==> src/rtl/xcl_pkg.sv <==
// Shared widths, defaults and the cell control bundle of the cross-correlation lag search.
package xcl_pkg;

  localparam int SAMPLE_W        = 16;
  localparam int PROD_W          = 2 * SAMPLE_W;
  localparam int ACC_W           = 48;
  localparam int LAG_W           = 3;
  localparam int DEFAULT_MAX_LAG = 3;

  // Control bundle broadcast from the top level to every cell of the chain.
  typedef struct packed {
    logic advance;    // the whole pipeline moves this cycle
    logic shift;      // a new sample pair is taken into the delay lines
    logic clear;      // that pair closes the frame, so the delay lines restart at zero
    logic acc_valid;  // the product registers hold a pair to account for
    logic acc_en;     // that pair lies inside the summation window
    logic acc_last;   // that pair is the last one of its frame
  } cell_ctrl_t;

endpackage

==> src/rtl/xcl_peak_tree.sv <==
// Registered comparison tree that finds the largest absolute correlation and its lag index.
module xcl_peak_tree
  import xcl_pkg::*;
#(
  parameter int LAG_COUNT = 2 * DEFAULT_MAX_LAG + 1,
  parameter int IDX_W     = $clog2(LAG_COUNT)
) (
  input  logic                    clk,
  input  logic                    rst,
  input  logic                    advance,
  input  logic                    in_valid,
  input  logic signed [ACC_W-1:0] snap [LAG_COUNT],
  output logic                    peak_valid,
  output logic [ACC_W-1:0]        peak_mag,
  output logic [IDX_W-1:0]        peak_idx
);

  localparam int LEVELS = IDX_W;
  localparam int NPAD   = 1 << LEVELS;

  logic [ACC_W-1:0] leaf_mag [NPAD];
  logic [ACC_W-1:0] mag [LEVELS+1][NPAD];
  logic [IDX_W-1:0] idx [LEVELS+1][NPAD];
  logic [LEVELS:0]  vld;

  // Padding leaves hold zero and sit after every real lag, so they never win a tie.
  for (genvar g = 0; g < NPAD; g++) begin : g_leaf
    if (g < LAG_COUNT) begin : g_real
      assign leaf_mag[g] = snap[g][ACC_W-1] ? (~snap[g] + 1'b1) : snap[g];
    end else begin : g_pad
      assign leaf_mag[g] = '0;
    end
  end

  always_ff @(posedge clk) begin
    if (rst) begin
      vld <= '0;
    end else if (advance) begin
      vld <= {vld[LEVELS-1:0], in_valid};
    end
  end

  // The right-hand candidate wins only when strictly larger, keeping the earlier lag on ties.
  always_ff @(posedge clk) begin
    if (advance) begin
      for (int n = 0; n < NPAD; n++) begin
        mag[0][n] <= leaf_mag[n];
        idx[0][n] <= IDX_W'(n);
      end
      for (int l = 0; l < LEVELS; l++) begin
        for (int n = 0; n < NPAD / 2; n++) begin
          if (n < (NPAD >> (l + 1))) begin
            if (mag[l][2*n+1] > mag[l][2*n]) begin
              mag[l+1][n] <= mag[l][2*n+1];
              idx[l+1][n] <= idx[l][2*n+1];
            end else begin
              mag[l+1][n] <= mag[l][2*n];
              idx[l+1][n] <= idx[l][2*n];
            end
          end else begin
            mag[l+1][n] <= '0;
            idx[l+1][n] <= '0;
          end
        end
        for (int n = NPAD / 2; n < NPAD; n++) begin
          mag[l+1][n] <= '0;
          idx[l+1][n] <= '0;
        end
      end
    end
  end

  assign peak_valid = vld[LEVELS];
  assign peak_mag   = mag[LEVELS][0];
  assign peak_idx   = idx[LEVELS][0];

endmodule

==> config.mk <==
export PLATFORM = sky130hd
export DESIGN_NAME = xcl_peak_tree
export DESIGN_NICKNAME = d
export VERILOG_FILES = /design/src/rtl/xcl_pkg.sv /design/src/rtl/xcl_peak_tree.sv
export SDC_FILE = /design/constraint.sdc
export NUM_CORES = 2
export LEC_CHECK = 0
export BUFFER_PORTS_ARGS = -buffer_cell sky130_fd_sc_hd__buf_2
export CAP_MARGIN = 15
export CELL_PAD_IN_SITES_DETAIL_PLACEMENT = 0
export CELL_PAD_IN_SITES_GLOBAL_PLACEMENT = 1
export CORE_MARGIN = 1.5
export CORE_UTILIZATION = 49
export CTS_BUF_LIST = sky130_fd_sc_hd__clkbuf_2 sky130_fd_sc_hd__clkbuf_4 sky130_fd_sc_hd__clkbuf_8
export DETAILED_ROUTE_END_ITERATION = 8
export PLACE_DENSITY = 0.87
export REMOVE_ABC_BUFFERS = 1
export SLEW_MARGIN = 20
export SYNTH_ARGS = -nofsm -noshare
export SYNTH_HDL_FRONTEND = slang
export SYNTH_SLANG_ARGS = --single-unit
export TNS_END_PERCENT = 20
==> constraint.sdc <==
create_clock -name clk -period 4.3 [get_ports clk]
set_input_delay 0.645 -clock clk [delete_from_list [all_inputs] [get_ports clk]]
set_output_delay 0.645 -clock clk [all_outputs]
set_load 0.02 [all_outputs]
-- Word level (Yosys, flattened, before mapping)
Memory sizes are Yosys's and may differ from the RTL's.
Cells that the tools add are included.
- register bits after elaboration: 4
- memory bits (writable): 1424
- logic and storage cells: 103
- memories: 2
- memories (memory ; words ; width ; read ports ; clocked after Yosys merged registers in ; wr ports ; RTL line ; text):
    mag ; 4 ; 336 ; 4 ; 0 ; 4 ; xcl_peak_tree.sv:22 ; logic [ACC_W-1:0] mag [LEVELS+1][NPAD];
    idx ; 4 ; 20 ; 4 ; 0 ; 4 ; xcl_peak_tree.sv:23 ; logic [IDX_W-1:0] idx [LEVELS+1][NPAD];
- add/sub/neg operators: 7
- magnitude comparators: 7
- mux-type cells: 65
- bitwise logic cells: 21
- operators by type and width (cell ; count):
    $mux W48 ; 14
    $add A48 B1 Y48 const B ; 7
    $not A48 Y48 ; 7
    $gt A48 B48 Y1 ; 6
    $gt A48 B48 Y1 const A ; 1
    $mux W1 ; 44
    $mux W3 ; 7
    $or A1 B1 Y1 ; 14

-- Longest topological paths before layout
An unclocked memory read counts as a cell.
- word-level depth: 6
- gate-level depth with buffers: 12
- gate-level depth less buffers: 9

-- Least setup slack after synthesis
No wires, ideal clock.
- path type: input to register
- start point: input port snap[97] (netlist bit)
- end point: memory mag[0][132] (netlist bit), data pin
- setup time: 0.266 ns
- arrival: 3.086 ns
- path slack: 0.948 ns
- cell stages on the path: 10
- path buffers: 1
- path through: inv_1 ha_1 or4b_1 nor4_1 nand3_1 or3_1 or3_1 buf_2 o41ai_1 xnor2_1
- RTL lines (what ; RTL line ; text):
    from (decl) ; xcl_peak_tree.sv:12 ; input logic signed [ACC_W-1:0] snap [LAG_COUNT],
    to (decl) ; xcl_peak_tree.sv:22 ;

==> results.json <==
{
  "end_kind": "flip-flop",
  "root_buffer": "clkbuf_8",
  "place_hpwl_um": 90300,
  "start_util_pct": 49.6,
  "viasPerCell": 6.13,
  "cts_htree_levels": 3,
  "fin_nets": 5420,
  "clkLatencyLatePin_ns": 0.77,
  "dp.cells": 5907,
  "critPathMaxFanout": 40,
  "timing.final.hold_violations": 0,
  "tritoncts": "built",
  "rsz0062_at_grt": "false",
  "crit_arrival_ns": 3.99,
  "clk_path_buf_depth": 3,
  "ys_ff_latch": 687,
  "finalNonFillerCells": 6141,
  "max_freq_mhz": 278,
  "clock_sinks": 687,
  "tightest_slew_ns": 1.14,
  "ys_seq_area_share_pct": 45.2,
  "cts.clk_slew.worst_paths_ns": 0.06,
  "drc_errors": 0,
  "synth_edf_count": 683,
  "wirelength_um": 125000,
  "row_count": 111,
  "antenna_found_initial": 28,
  "final_core_util_pct": 55.7,
  "grt_usage_pct": 25.7,
  "crit_buf_inv": 2,
  "core-area_um2": 91900,
  "hold_ws_ns": 0.0796,
  "ir_drop_uv": 206,
  "max_stage_delay_ns": 0.49,
  "crit_path_top_delay_cell": "edfxtp_1",
  "async_flop_share_pct": 0,
  "die_w_um": 308,
  "area_delta_synth_final_pct": 12.5,
  "die_area_um2": 94800,
  "cp.required_ns": 4.70,
  "vias": 37700,
  "drtAntennaViolNets": 0,
  "cap_violations": 0,
  "die_height_um": 308,
  "maxSlewViolCount": 0,
  "synthCells": 4542,
  "final.fill_count": 8092,
  "dpl_cell_area_um2": 48800,
  "port_buffers": 391,
  "place_congestion": 0.889,
  "post-cts-setup-buffers": 0,
  "setup_tns_ns": 0,
  "setup_violations": 0,
  "slew_headroom_pct": 23.1,
  "cts_resized": 0,
  "hold_buffers": 0,
  "yosys.cell_types.count": 56,
  "crit_path_start_kind": "flip-flop",
  "avgSynthCellArea_um2": 10.0,
  "cts_made_buffers": 119,
  "worstPathCellList": "ha_1 > nand4_1 > nor4_1 > buf_4 > nand3_1 > or3_1 > o22ai_4 > buf_12 > a31oi_1 > o311ai_0",
  "drt-wirelength-per-cell_um": 20.4,
  "grt_max_degree": 188,
  "stdcell_area_um2": 51300,
  "drtIter0Drc": 3476,
  "hold_class": "in -> reg",
  "synth_ff_type": "edfxtp_1",
  "syn_area_um2": 45600,
  "ios": 392,
  "period_share_pct": 83.6,
  "critPathKind": "reg -> reg",
  "p_leak_nw": 18.8,
  "fin_skew_ns": 0.0212,
  "fin_crit_ns": 3.59,
  "grt_pass1_vias": 34400,
  "grt_pass1_wl_um": 192000,
  "ys.warnings.count": 0,
  "status": "finished, final reports clean",
  "layout-drive-gt1-share_pct": 14.4,
  "grt_remaining_overflow": 0,
  "dr.pass1.iters": 6,
  "power_density_nw_per_um2": 379,
  "cp_top_family": "simple AND/OR/NAND/NOR gates"
}
[cells in the mapped netlist (3+ instances only)]
cell type    n  area share, %
o2bb2ai_1  288            5.5
a21boi_0     5          0.082
dfxtp_1      4           0.18
o21ai_1      3          0.033
or3_1       51           0.70
o22ai_1     11           0.15
or3_4        3          0.074
nand3b_1     3          0.049
or4_4        4          0.099
a21oi_1    116            1.3
clkbuf_1   340            2.8
o21ai_0    151            1.7
a31oi_1    293            4.0
nor2_1      31           0.26
o21a_1       5          0.082
o211ai_1    59           0.97
edfxtp_1   683             45
ha_1       295            8.1
a2bb2oi_1    3          0.058
a21o_1      25           0.41
buf_1        8          0.066
nor4_1      27           0.37
nor4b_1      5          0.096
or2_2       16           0.22
a221oi_1     7           0.13
o31ai_1     88            1.4
nand2_1    478            3.9
mux2i_1      4          0.088
nand4_1    131            1.8
inv_1      313            2.6
xnor2_1    313            6.0
o41ai_1     50           0.96
or4_1       49           0.81
nand3_1    296            3.3
o311ai_0   242            4.7
nor3_1      31           0.34
nand2b_1    17           0.23
and2_1      50           0.69
nor2b_1     12           0.16
a211oi_1    10           0.16
[cell families after synthesis]
family,Yosys count,synth area share [%]
AOI/OAI and AO/OA,1364,21.8
xor gates and xnor gates,315,6.05
adders and majority gates,295,8.10
buffers and inverters,663,5.46
DFF,687,45.2
muxes,4,0.0879
and+or+nand+nor,1214,13.3
[cells in the final DEF, fill, tap and decap left out, types with 6 or more instances in the layout]
master       n
edfxtp_1   683
or4_1       49
nand2_1    478
clkbuf_8   120
clkinv_1    30
clkbuf_4    35
bufinv_16    7
o22ai_1      6
o21ai_0    151
o2bb2ai_1  288
nor3_1      31
nand2b_1    17
o41ai_1     50
nor4_1      27
a211oi_1    10
inv_1      313
a221oi_1     7
buf_4       55
or2_2       16
nand3_1    295
nor2_1      30
and2_1      50
clkinv_2    25
buf_2      390
or3_1       51
diode_2     10
a21oi_1    116
o31ai_1     88
ha_1       295
xnor2_1    313
buf_12      25
a21o_1      22
o211ai_1    59
o311ai_0   242
nor2b_1     12
a31oi_1    293
nand4_1    131
[power breakdown]
part / internal (mW) / switching (mW) / total, mW
combinational: 1.66 / 2.47 / 4.13
clock: 3.34 / 2.81 / 6.16
sequential: 8.42 / 0.688 / 9.11
[metal layers]
layer | track usage [%] | part of all wire [%] | vias up
met5 | 0 | 0.16 | -
met4 | 8.12 | 3.0 | 30
met3 | 5.22 | 7.0 | 244
met2 | 43.6 | 48 | 1231
met1 | 32.8 | 41 | 17900
li1 | - | - | 18300
[layout make-up]
type / instances / area (um^2) / area share [%]
Tap cell: 1243 / 1560 / 3.03
Multi-Input combinational cell: 3192 / 22600 / 44.1
Clock inverter: 69 / 514 / 1.00
Timing Repair Buffer: 471 / 2880 / 5.62
Sequential cell: 687 / 20600 / 40.2
Antenna cell: 10 / 25.0 / 0.0488
Clock buffer: 155 / 1910 / 3.73
Inverter: 314 / 1190 / 2.31
[flip-flops by register name, summed over array words and instances, names as in the netlist]
signal and count:
vld 4, mag 672, idx 11
[path summary, 6_finish.rpt]
path | cells after the start | end | slack, ns | startpoint
worst min register to register | 2 | vld[2]$_SDFFE_PP0P_ | 0.49 | vld[2]$_SDFFE_PP0P_
worst max-delay path | 10 | mag[2][326]$_DFFE_PP_ | 0.71 | mag[1][281]$_DFFE_PP_
worst min-delay path | 2 | vld[2]$_SDFFE_PP0P_ | 0.08 | rst
worst max register to register | 10 | mag[2][326]$_DFFE_PP_ | 0.71 | mag[1][281]$_DFFE_PP_
[through the flow]
step	total power, mW	setup WS [ns]
6_report	19.4	0.706
5_1_grt	20.4	0.576
4_1_cts	19.5	0.735
3_5_place_dp	13.3	0.329
3_3_place_gp	13.2	0.420
2_1_floorplan	11.5	-9.71
No activity file was read; power rests on OpenSTA's default activity.
