**config.mk**
```make
export PLATFORM = sky130hd
export DESIGN_NAME = xcl_cell
export DESIGN_NICKNAME = d
export VERILOG_FILES = /design/src/rtl/xcl_pkg.sv /design/src/rtl/xcl_cell.sv
export SDC_FILE = /design/constraint.sdc
export NUM_CORES = 1
export LEC_CHECK = 0
export BUFFER_PORTS_ARGS = -buffer_cell sky130_fd_sc_hd__buf_2
export CAP_MARGIN = 5
export CORE_MARGIN = 1.5
export CORE_UTILIZATION = 25
export DETAILED_ROUTE_END_ITERATION = 8
export HOLD_SLACK_MARGIN = 0.06
export PLACE_DENSITY_LB_ADDON = 0.25
export SYNTH_ARGS = -nofsm -noshare
export SYNTH_HDL_FRONTEND = slang
export SYNTH_SLANG_ARGS = --single-unit
```
**constraint.sdc**
```tcl
create_clock -name clk -period 20.6 [get_ports clk]
set_clock_uncertainty 0.05 [all_clocks]
set_input_delay 3.09 -clock clk [delete_from_list [all_inputs] [get_ports clk]]
set_output_delay 3.09 -clock clk [all_outputs]
set_load 0.02 [all_outputs]
```
**src/rtl/xcl_pkg.sv**
```systemverilog
// Shared widths, defaults and the cell control bundle of the cross-correlation lag search.
package xcl_pkg;

  localparam int SAMPLE_W        = 16;
  localparam int PROD_W          = 2 * SAMPLE_W;
  localparam int ACC_W           = 48;
  localparam int LAG_W           = 3;
  localparam int DEFAULT_MAX_LAG = 3;

  // Control bundle broadcast from the top level to every cell of the chain.
  typedef struct packed {
    logic advance;    // the whole pipeline moves this cycle
    logic shift;      // a new sample pair is taken into the delay lines
    logic clear;      // that pair closes the frame, so the delay lines restart at zero
    logic acc_valid;  // the product registers hold a pair to account for
    logic acc_en;     // that pair lies inside the summation window
    logic acc_last;   // that pair is the last one of its frame
  } cell_ctrl_t;

endpackage

```
**src/rtl/xcl_cell.sv**
```systemverilog
// One lag cell: a right-channel delay tap, a product register and a saturating accumulator.
module xcl_cell
  import xcl_pkg::*;
(
  input  logic                       clk,
  input  logic                       rst,
  input  cell_ctrl_t                 ctrl,
  input  logic signed [SAMPLE_W-1:0] left_tap,
  input  logic signed [SAMPLE_W-1:0] right_in,
  output logic signed [SAMPLE_W-1:0] right_out,
  output logic signed [ACC_W-1:0]    snap
);

  localparam int SUM_W = ACC_W + 1;
  localparam logic signed [ACC_W-1:0] ACC_MAX = {1'b0, {(ACC_W-1){1'b1}}};
  localparam logic signed [ACC_W-1:0] ACC_MIN = {1'b1, {(ACC_W-1){1'b0}}};

  logic signed [PROD_W-1:0] prod;
  logic signed [ACC_W-1:0]  acc;
  logic signed [SUM_W-1:0]  sum;
  logic signed [ACC_W-1:0]  sat_sum;
  logic signed [ACC_W-1:0]  acc_next;

  // The sum carries one guard bit; a guard bit that differs from the sign means overflow.
  always_comb begin
    sum = SUM_W'(acc) + SUM_W'(prod);
    if (sum[SUM_W-1] != sum[SUM_W-2]) begin
      sat_sum = sum[SUM_W-1] ? ACC_MIN : ACC_MAX;
    end else begin
      sat_sum = sum[ACC_W-1:0];
    end
    acc_next = ctrl.acc_en ? sat_sum : acc;
  end

  always_ff @(posedge clk) begin
    if (rst) begin
      right_out <= '0;
      acc       <= '0;
    end else if (ctrl.advance) begin
      if (ctrl.shift) begin
        right_out <= ctrl.clear ? '0 : right_in;
      end
      if (ctrl.acc_valid) begin
        acc <= ctrl.acc_last ? '0 : acc_next;
      end
    end
  end

  always_ff @(posedge clk) begin
    if (ctrl.advance) begin
      prod <= left_tap * right_in;
      if (ctrl.acc_valid && ctrl.acc_last) begin
        snap <= acc_next;
      end
    end
  end

endmodule

```
---- Word-level counts from Yosys, hierarchy flattened ----
Cells that the tools add are included.
word-level totals
  bits of input ports ..................... 40
  output and inout port bits .............. 64
  logic and storage cells ................. 16
  flip-flop bits (word level) ............. 144
cells by class
  multiply operators ...................... 1
  $add $sub $neg .......................... 1
  reduce and logical (&&, ||, !) cells .... 4
  eq/ne operators ......................... 1
  multiplexer cells ....................... 5
operators by type and width
  operator                                        number
  48-bit 2-to-1 mux                               4
  48-bit by 32-bit adder with 49-bit output       1
  16-bit by 16-bit multiplier with 32-bit output  1
  16-bit 2-to-1 mux                               1
  2-bit AND reduction                             3
  1-bit logical AND                               1
  1-bit != test                                   1

---- Logic depth before layout (Yosys ltp) ----
Gate-level depths: netlist (run 1).
  depth in word-level cells ............... 5
  depth in mapped cells ................... 25

---- Worst setup path after synthesis (run 1) ----
Ideal clock, no wire load.
  path kind ............................... input to register
  from .................................... in right_in[9]
  to ...................................... reg prod[30], data pin
  setup slack ............................. 11566 ps
  stages on the path ...................... 23
  setup time .............................. 258 ps
  arrival ................................. 8727 ps
  buffers on the path ..................... 2
  path through ............................ clkbuf_1 clkbuf_1 nand2_1 fa_1 inv_1 fa_1 fa_1 fa_1 fa_1 inv_1 fa_1 inv_1 ha_1 nand3_1 nor2_1 a211oi_1 o31ai_2 o221a_2 a41oi_2 a21boi_1 a211o_1 a21oi_1 xnor2_1
between the ends
  longest elaborated chain between the ends .. 1
ends and longest elaborated chain
  what                                            RTL line        source
  from (decl)                                     xcl_cell.sv:9   input logic signed [SAMPLE_W-1:0] right_in,
  16-bit by 16-bit multiplier with 32-bit output  xcl_cell.sv:51  prod <= left_tap * right_in;
  to (signal assigned)                            xcl_cell.sv:51
  to (decl)                                       xcl_cell.sv:18  logic signed [PROD_W-1:0] prod;
Every way passes these cells.
A chain may end at the register's enable or synchronous reset.

---- Final worst setup path (run 1) ----
  from .................................... in right_in[15]
  to ...................................... reg prod[30], data pin
The elaborated chain is that of the path after synthesis.

==> flow_summary.yaml, run 1 <==
run_status:
  outcome: "complete, no violations"
setup_path:
  cp-start-kind: "input port"
  arrival_ns: 9.22
  max_stage_delay_ns: 0.53
  crit_fanout: 15
  cp.buffers_inverters: 4
  crit_family: "adder cells"
  rrSetupSlack_ns: 16.12
  cp_cell_sequence: "buf_2 -> inv_1 -> nor2_1 -> fa_1 -> fa_1 -> fa_1 -> fa_1 -> fa_1 -> inv_1 -> fa_1 -> inv_1 -> ha_1 -> nand3_1 -> nor2_1 -> a211oi_1 -> o31ai_2 -> o221a_2 -> a41oi_2 -> a21boi_1 -> a211o_1 -> a21oi_1 -> xnor2_1"
  endpoint_kind: "flip-flop"
  cp_data_required_time_ns: 20.73
  worst_path_max_delay_cell: "inv_1"
  critical_path_class: "in2reg"
  crit_path_frequent_cell: "fa_1"
yosys:
  ys_ff_latch: 144
  synth_top_area_frac: 0.298
  synth_edf_count: 80
  synth_nets: 2336
  syn_inst: 1903
  netlist-cell-type-count: 68
  ys_async_sr_fraction: 0
  yosys-top-cells-area: "fa_1, edfxtp_1, ha_1"
  synth_most_common_cell: "inv_1"
  syn_area_per_cell_um2: 9.28
  synthFlopType: "edfxtp_1"
  yosysTopAreaCell: "fa_1"
  synth_area_um2: 17700
  yosysSeqAreaShare: 0.209
  synth_common_cells: "inv_1, fa_1, nand2_1"
  yosysWarningCount: 0
drt:
  via_per_inst: 4.53
  vias: 13150
  drtIter0Drc: 748
  antenna_left: 0
  first_pass_iters: 5
  wirelength_um: 49200
  route.detailed.drc: 0
  routedWlPerCell_um: 17.0
timing:
  clock.fmax_mhz: 110
  setup_violations: 0
  tightest_slew_ns: 1.26
  fin_crit_ns: 9.09
  rsz0062_at_grt: "no"
  min_period_over_period: 0.441
  tns_ns: 0
  final-hold-violation-count: 0
  max_slew_margin: 0.159
  drv_slew: 0
clocking:
  cts.clk_slew.worst_paths_ns: 0.06
  clock-sinks: 144
  post_cts_buffers: 0
  clk_latency_ns: 0.45
  cts_buffers: 17
  hold_buffers: 0
  h-tree-depth: 4
  cts_tree: "yes"
  clock_path_buffers: 2
  cts_resized: 0
  cts_root_buf: "clkbuf_16"
global_route:
  gr-total-overflow: 0
  grt_pass1_wl_um: 78100
  grt_usage: 0.140
  grt_pass1_vias: 13876
  antenna_found_initial: 1
  grt_max_degree: 46
worst_hold_path:
  hp-class: "reg2reg"
placement:
  gp_congestion: 0.846
  hpwl_um: 38900
  io_buffers: 103
floorplanning:
  core_um2: 69900
  die_area_um2: 72200
  io_pins: 104
  rows: 97
  fp.dieW_um: 269
  start_util: 0.253
  die_h_um: 269
power:
  peakVddDrop_mv: 0.193
  powerDensity_nw_per_um2: 196
  cellLeakagePower_nw: 8.79
  total_power_mw: 3.86
layout:
  area_growth_pct: 11.5
  finalNetCount: 2384
  drive_gt1_frac: 0.0810
  antennaDiodeCount: 0
job:
  max_cap_viol_count: 0
[power breakdown]
group	internal, mW	switching, mW
Sequential	0.509	0.0302
Combinational	1.29	1.69
Clock	0.196	0.147
[flip-flops by register name, summed over array words and instances, names as in the netlist]
register / flops
right_out: 16
snap: 48
prod: 32
acc: 48
[tightest hold or removal path, cell delays in order, from the launching register on]
cell     delay, ns
dfxtp_1       0.32
nand2_1       0.05
o21ai_1       0.05
[layout make-up]
| cell class | count | area (um2) |
|---|---|---|
| tap | 940 | 1180 |
| multi-input combinational | 1372 | 12500 |
| inverter | 309 | 1160 |
| sequential | 144 | 3680 |
| clock buffer | 21 | 483 |
| clock inverter | 11 | 140 |
| timing repair buffer | 107 | 546 |
| fill | 7495 | 50200 |
[layout by cell type (no fill, tap or decap), types with 15 or more instances in the layout]
master / instances
a21o_1: 16
a21oi_1: 99
and2_1: 128
buf_2: 103
clkbuf_16: 19
dfxtp_1: 64
edfxtp_1: 80
fa_1: 263
ha_1: 130
inv_1: 308
nand2_1: 213
nand3_1: 27
nor2_1: 121
nor3b_1: 15
o21ai_0: 55
o21ai_1: 28
o2bb2ai_1: 42
xnor2_1: 54
xor2_1: 19
[stage by stage]
step | cell area, um2 | hold WS, ns | std cells | utilization | setup WS (ns)
floorplan | 17700 | 0.396 | 1903 | - | 11.57
global placement | 19100 | 0.407 | 2872 | 0.273 | 11.13
detailed placement | 19100 | 0.416 | 2872 | 0.273 | 11.03
CTS | 19700 | 0.423 | 2904 | 0.282 | 11.52
global route | 19700 | 0.436 | 2904 | 0.282 | 11.25
finish | 19700 | 0.418 | 2904 | 0.282 | 11.51
[kinds of logic (layout without fill, tap and decap cells)]
kind of cell / count (synthesis) / after routing / synth area share
compound gates: 333 / 333 / 0.124
xor+xnor: 73 / 73 / 0.0362
fa+ha+maj: 393 / 393 / 0.390
buf+inv: 387 / 448 / 0.0843
flops: 144 / 144 / 0.209
mux: 3 / 3 / 0.00184
simple gates: 570 / 570 / 0.155
[path summary, 6_finish.rpt]
| path | start | to | cells past startpoint |
|---|---|---|---|
| worst max-delay path | right_in[15] | prod[30]$_DFFE_PP_ | 22 |
| worst min-delay path | acc[26]$_SDFFE_PP0P_ | acc[26]$_SDFFE_PP0P_ | 2 |
| worst max register to register | prod[31]$_DFFE_PP_ | snap[45]$_DFFE_PP_ | 11 |
| worst min register to register | acc[26]$_SDFFE_PP0P_ | acc[26]$_SDFFE_PP0P_ | 2 |
[metal layers]
| layer | track usage | share of wire | vias to the layer above | routed length (um) |
|---|---|---|---|---|
| li1 | - | - | 6262 | - |
| met1 | 0.196 | 0.49 | 6577 | 24200 |
| met2 | 0.231 | 0.46 | 279 | 22400 |
| met3 | 0.0205 | 0.041 | 32 | 2020 |
| met4 | 0.0243 | 0.011 | 0 | 551 |
| met5 | 0 | 0 | - | 0 |
(Power assumes the default switching activity.)
==> inputs of run 2 (changes only) <==
ABC_AREA = 1   (was default)
clock period = 9.5 ns   (was 20.6 ns; I/O delays follow)
==> run 2 against run 1 <==
Total power grew 130%; highest routed layer unchanged; area after synthesis grew 9.5%; largest cell class unchanged; non-clock buffer count grew 4; utilization is essentially flat; hold slack is essentially flat; sequential share of layout area shrank 1.5 points; final cell count grew 26%.
==> flow_summary.yaml, run 2 <==
setup_path:
  crit_fanout: 17
  arrival_ns: 7.10
  critical_path_class: "in2reg"
  cp-start-kind: "input port"
  endpoint_kind: "flip-flop"
  rrSetupSlack_ns: 5.39
  cp_data_required_time_ns: 9.67
drt:
  vias: 15355
  drtIter0Drc: 755
  wirelength_um: 55600
  first_pass_iters: 5
  antenna_left: 0
  routedWlPerCell_um: 15.2
  route.detailed.drc: 0
  via_per_inst: 4.20
floorplanning:
  fp.dieW_um: 281
  core_um2: 76200
  start_util: 0.254
  die_area_um2: 79000
  die_h_um: 281
  rows: 101
  io_pins: 104
yosys:
  synth_nets: 3005
  synth_edf_count: 80
  synth_most_common_cell: "nand2_1"
  ys_async_sr_fraction: 0
  synth_common_cells: "nand2_1, inv_1, fa_1"
  yosysSeqAreaShare: 0.191
  synth_top_area_frac: 0.272
  ys_ff_latch: 144
  yosysTopAreaCell: "fa_1"
  yosysWarningCount: 0
  syn_inst: 2572
  syn_area_per_cell_um2: 7.52
  synth_area_um2: 19300
  synthFlopType: "edfxtp_1"
  netlist-cell-type-count: 37
  yosys-top-cells-area: "fa_1, nand2_1, edfxtp_1"
run_status:
  outcome: "complete, no violations"
timing:
  min_period_over_period: 0.730
  clock.fmax_mhz: 144
  fin_crit_ns: 6.94
  drv_slew: 0
  final-hold-violation-count: 0
  tightest_slew_ns: 1.04
  max_slew_margin: 0.302
  rsz0062_at_grt: "no"
  tns_ns: 0
  setup_violations: 0
  whs_ns: 0.418
worst_hold_path:
  hp-class: "reg2reg"
clocking:
  cts_buffers: 17
  cts.clk_slew.worst_paths_ns: 0.08
  post_cts_buffers: 0
  clock-sinks: 144
  clk_latency_ns: 0.47
  clock_path_buffers: 2
  h-tree-depth: 4
  cts_root_buf: "clkbuf_16"
  cts_resized: 0
  hold_buffers: 0
  cts_tree: "yes"
job:
  max_cap_viol_count: 0
placement:
  gp_congestion: 0.868
  io_buffers: 103
  hpwl_um: 44500
global_route:
  grt_pass1_vias: 16110
  antenna_found_initial: 1
  gr-total-overflow: 0
  grt_usage: 0.147
  grt_max_degree: 65
  grt_pass1_wl_um: 90100
power:
  powerDensity_nw_per_um2: 414
  cellLeakagePower_nw: 11.1
  peakVddDrop_mv: 0.330
layout:
  final_cell_mix: "nand2_1, inv_1, fa_1"
  drive_gt1_frac: 0.0831
  area_growth_pct: 10.9
  antennaDiodeCount: 0
  largest_registers: "acc: 48 flops, snap: 48 flops, prod: 32 flops"
  finalNetCount: 3043
  mostFrequentLayoutCell: "nand2_1"
-- run 2: changes by cell type in the layout (fill, tap and decap cells not counted), sizes merged, moves of 10 or more --
cell	before	now
o21a	12	0
nand2b	12	0
a21o	16	1
inv	314	561
nand2	215	869
a21oi	99	150
o21ai	84	26
nand3	27	70
a211oi	13	0
a31oi	11	1
nor3b	15	0
o2bb2ai	42	0
xnor2	54	38
and2	128	1
-- run 2: through the flow --
step	area [um2]	util	setup slack, ns	cells	total power [mW]
finish	21400	0.281	2.56	3653	8.88
CTS	21400	0.281	2.55	3653	9.00
global route	21400	0.281	2.22	3653	10.0
global placement	20800	0.273	2.08	3621	8.22
floorplan	19300	-	2.48	2572	6.58
detailed placement	20800	0.273	2.03	3621	8.20
-- run 2: worst paths after layout --
check                                 start                         to  depth (start not counted)
setup / recovery                right_in[1]         prod[31]$_DFFE_PP_                         22
hold / removal    right_out[6]$_SDFFE_PP0P_  right_out[6]$_SDFFE_PP0P_                          2
hold reg to reg   right_out[6]$_SDFFE_PP0P_  right_out[6]$_SDFFE_PP0P_                          2
setup reg to reg         prod[31]$_DFFE_PP_       acc[42]$_SDFFE_PP0P_                         16
-- run 2: cell type report --
type / count / area (um2)
fillers: 8341 / 54800
repair buffers: 111 / 576
inverters: 555 / 2080
clock inverters: 12 / 148
well taps: 1030 / 1290
flip-flops and latches: 144 / 3680
clock buffers: 20 / 467
multi-input cells: 1781 / 13200
-- run 2: power breakdown --
group	internal [mW]	switching, mW
Combinational	2.66	4.28
Clock	0.415	0.325
Sequential	1.14	0.0662
-- run 2: critical path, stage by stage --
cell and delay, ns:
buf_2 0.37, nand2_1 0.17, inv_1 0.15, fa_1 0.53, fa_1 0.74, inv_1 0.19
fa_1 0.45, fa_1 0.54, inv_1 0.05, fa_1 0.52, inv_1 0.05, fa_1 0.47
inv_1 0.04, ha_1 0.33, nand2_1 0.10, nor3_1 0.24, nand3_1 0.12, nand3_1 0.15
nand3_1 0.08, nand2_1 0.13, a21oi_1 0.10, xor2_1 0.14
-- run 2: kinds of logic after synthesis --
family / after synthesis / share of synthesized area
AO/OA/AOI/OAI: 213 / 0.0610
XOR/XNOR: 66 / 0.0299
adder cells (fa/ha/maj): 393 / 0.357
buffers and inverters: 647 / 0.128
flip-flops: 144 / 0.191
AND/OR/NAND/NOR: 1109 / 0.234
-- run 2: routing by layer --
layer | global-route usage | vias up | routed length, um
li1 | - | 7770 | -
met1 | 0.206 | 7271 | 27800
met2 | 0.235 | 263 | 24700
met3 | 0.0221 | 51 | 2190
met4 | 0.0340 | 0 | 915
met5 | 0 | - | 0
==> inputs of run 3 (changes only) <==
ABC_AREA = 0   (was 1)
clock period = 6 ns   (was 9.5 ns; I/O delays follow)
==> run 3 against run 2 <==
The run now ends with setup timing left; wire length shrank 8.9%; global-route usage shrank 0.19 points; worst setup slack lost 2.7 ns; final area shrank 0.17%; die area shrank 8.6%; sequential cell count is the same; critical path type unchanged; highest routed layer unchanged.
==> flow_summary.yaml, run 3 (synthesis results as in run 1) <==
setup_path:
  crit_fanout: 5
  critPathLaunch: "left_tap[12]"
  critical_path_class: "in2reg"
  r2r_start: "prod[31]$_DFFE_PP_"
  arrival_ns: 6.26
  cp_data_required_time_ns: 6.16
  cp-start-kind: "input port"
  endpoint_kind: "flip-flop"
timing:
  max_slew_margin: 0.169
  setup_violations: 3
  setup_slack_ns: -0.101
  final-hold-violation-count: 0
  rsz0062_at_grt: "yes"
  drv_slew: 0
  clock.fmax_mhz: 164
  tightest_slew_ns: 1.24
  min_period_over_period: 1.02
  fin_crit_ns: 6.10
layout:
  postLayoutCoreUtil: 0.306
  nFillCells: 7366
  final_cell_mix: "inv_1, fa_1, nand2_1"
  mostFrequentLayoutCell: "inv_1"
  finalNetCount: 2538
  drive_gt1_frac: 0.183
  largest_registers: "acc: 48 flops, snap: 48 flops, prod: 32 flops"
  antennaDiodeCount: 0
  final_cells: 3058
  area_growth_pct: 21.2
placement:
  gp_congestion: 0.837
  io_buffers: 103
  place_ws_ns: -0.749
  dp_cells: 3014
  hpwl_um: 41500
global_route:
  gr-total-overflow: 0
  grt_pass1_vias: 14739
  grt_max_degree: 49
  antenna_found_initial: 1
  grt_pass1_wl_um: 81300
  grt_usage: 0.145
run_status:
  outcome: "finished, violations left"
  violations: "setup timing"
worst_hold_path:
  hold_start: "acc[23]$_SDFFE_PP0P_"
  hp-class: "reg2reg"
clocking:
  h-tree-depth: 4
  cts.clk_slew.worst_paths_ns: 0.08
  clock_path_buffers: 2
  cts_buffers: 17
  clock-sinks: 144
  cts_root_buf: "clkbuf_16"
  clk_latency_ns: 0.46
  cts_tree: "yes"
  hold_buffers: 0
drt:
  drtIter0Drc: 781
  routedWlPerCell_um: 16.6
  route.detailed.drc: 0
  wirelength_um: 50700
  via_per_inst: 4.47
  antenna_left: 0
  first_pass_iters: 5
  vias: 13681
floorplanning:
  core_um2: 69900
  start_util: 0.253
  io_pins: 104
  die_area_um2: 72200
  fp.dieW_um: 269
  die_h_um: 269
  rows: 97
job:
  max_cap_viol_count: 0
-- run 3: cell types whose count changed in the layout (fill, tap and decap cells not counted), moves of 47 or more --
cell     change
buf_4      +144
inv_1      -255
nand2_2     -47
and2_1     +114
a21oi_1     -56
nand2_1    -608
-- run 3: worst max-delay path: stages --
cell and delay (ns):
buf_12 0.11, and2_4 0.15, fa_1 0.53, inv_1 0.05
fa_1 0.48, fa_1 0.53, inv_2 0.04, fa_1 0.52
fa_1 0.50, inv_1 0.05, fa_1 0.48, inv_2 0.04
ha_4 0.23, nand3_4 0.11, nor2_2 0.04, a211oi_2 0.29
o31ai_4 0.13, o221a_4 0.29, a41oi_2 0.18, a21boi_2 0.10
a211o_1 0.27, a21oi_2 0.14, xnor2_1 0.07
-- run 3: layout make-up --
type                       count  area, um2  area share
clock buffer                  17        425      0.0199
inverter                     309       1160      0.0542
tap                          940       1180      0.0550
multi-input combinational   1372      12800       0.600
clock inverter                15        184     0.00860
sequential                   144       3680       0.172
timing repair buffer         261       1930      0.0904
-- run 3: routing by layer --
layer  share of wire  up-vias  global-route usage
li1                -     6560                   -
met1            0.49     6851               0.200
met2            0.46      230               0.239
met3           0.035       40              0.0187
met4           0.016        0              0.0337
met5               0        -                   0
-- run 3: repair_timing --
| action | in CTS | in global routing |
|---|---|---|
| endpoints found under the setup margin | 8 | 12 |
| gates resized for setup | 72 | 47 |
| setup buffers | 7 | 6 |
| pin swaps | 37 | 23 |
-- run 3: through the flow --
step                area (um2)  hold WS, ns  TNS (ns)
floorplan                17900        0.396     -1.02
global placement         20300        0.406     -7.70
detailed placement       20300        0.415     -8.17
CTS                      21200        0.426    -0.347
global route             21400        0.443     -1.45
finish                   21400        0.424    -0.230
-- run 3: path summary, 6_finish.rpt --
kind                                             end  slack [ns]  depth (start not counted)
worst max-delay path              prod[30]$_DFFE_PP_       -0.10                         23
worst min-delay path            acc[23]$_SDFFE_PP0P_        0.42                          2
worst max register to register    snap[21]$_DFFE_PP_        1.52                         10
worst min register to register  acc[23]$_SDFFE_PP0P_        0.42                          2
Power of run 3 is left out: the tool's default activity adds up to more than one toggle a clock period on the data nets, which glitch-free logic cannot reach.
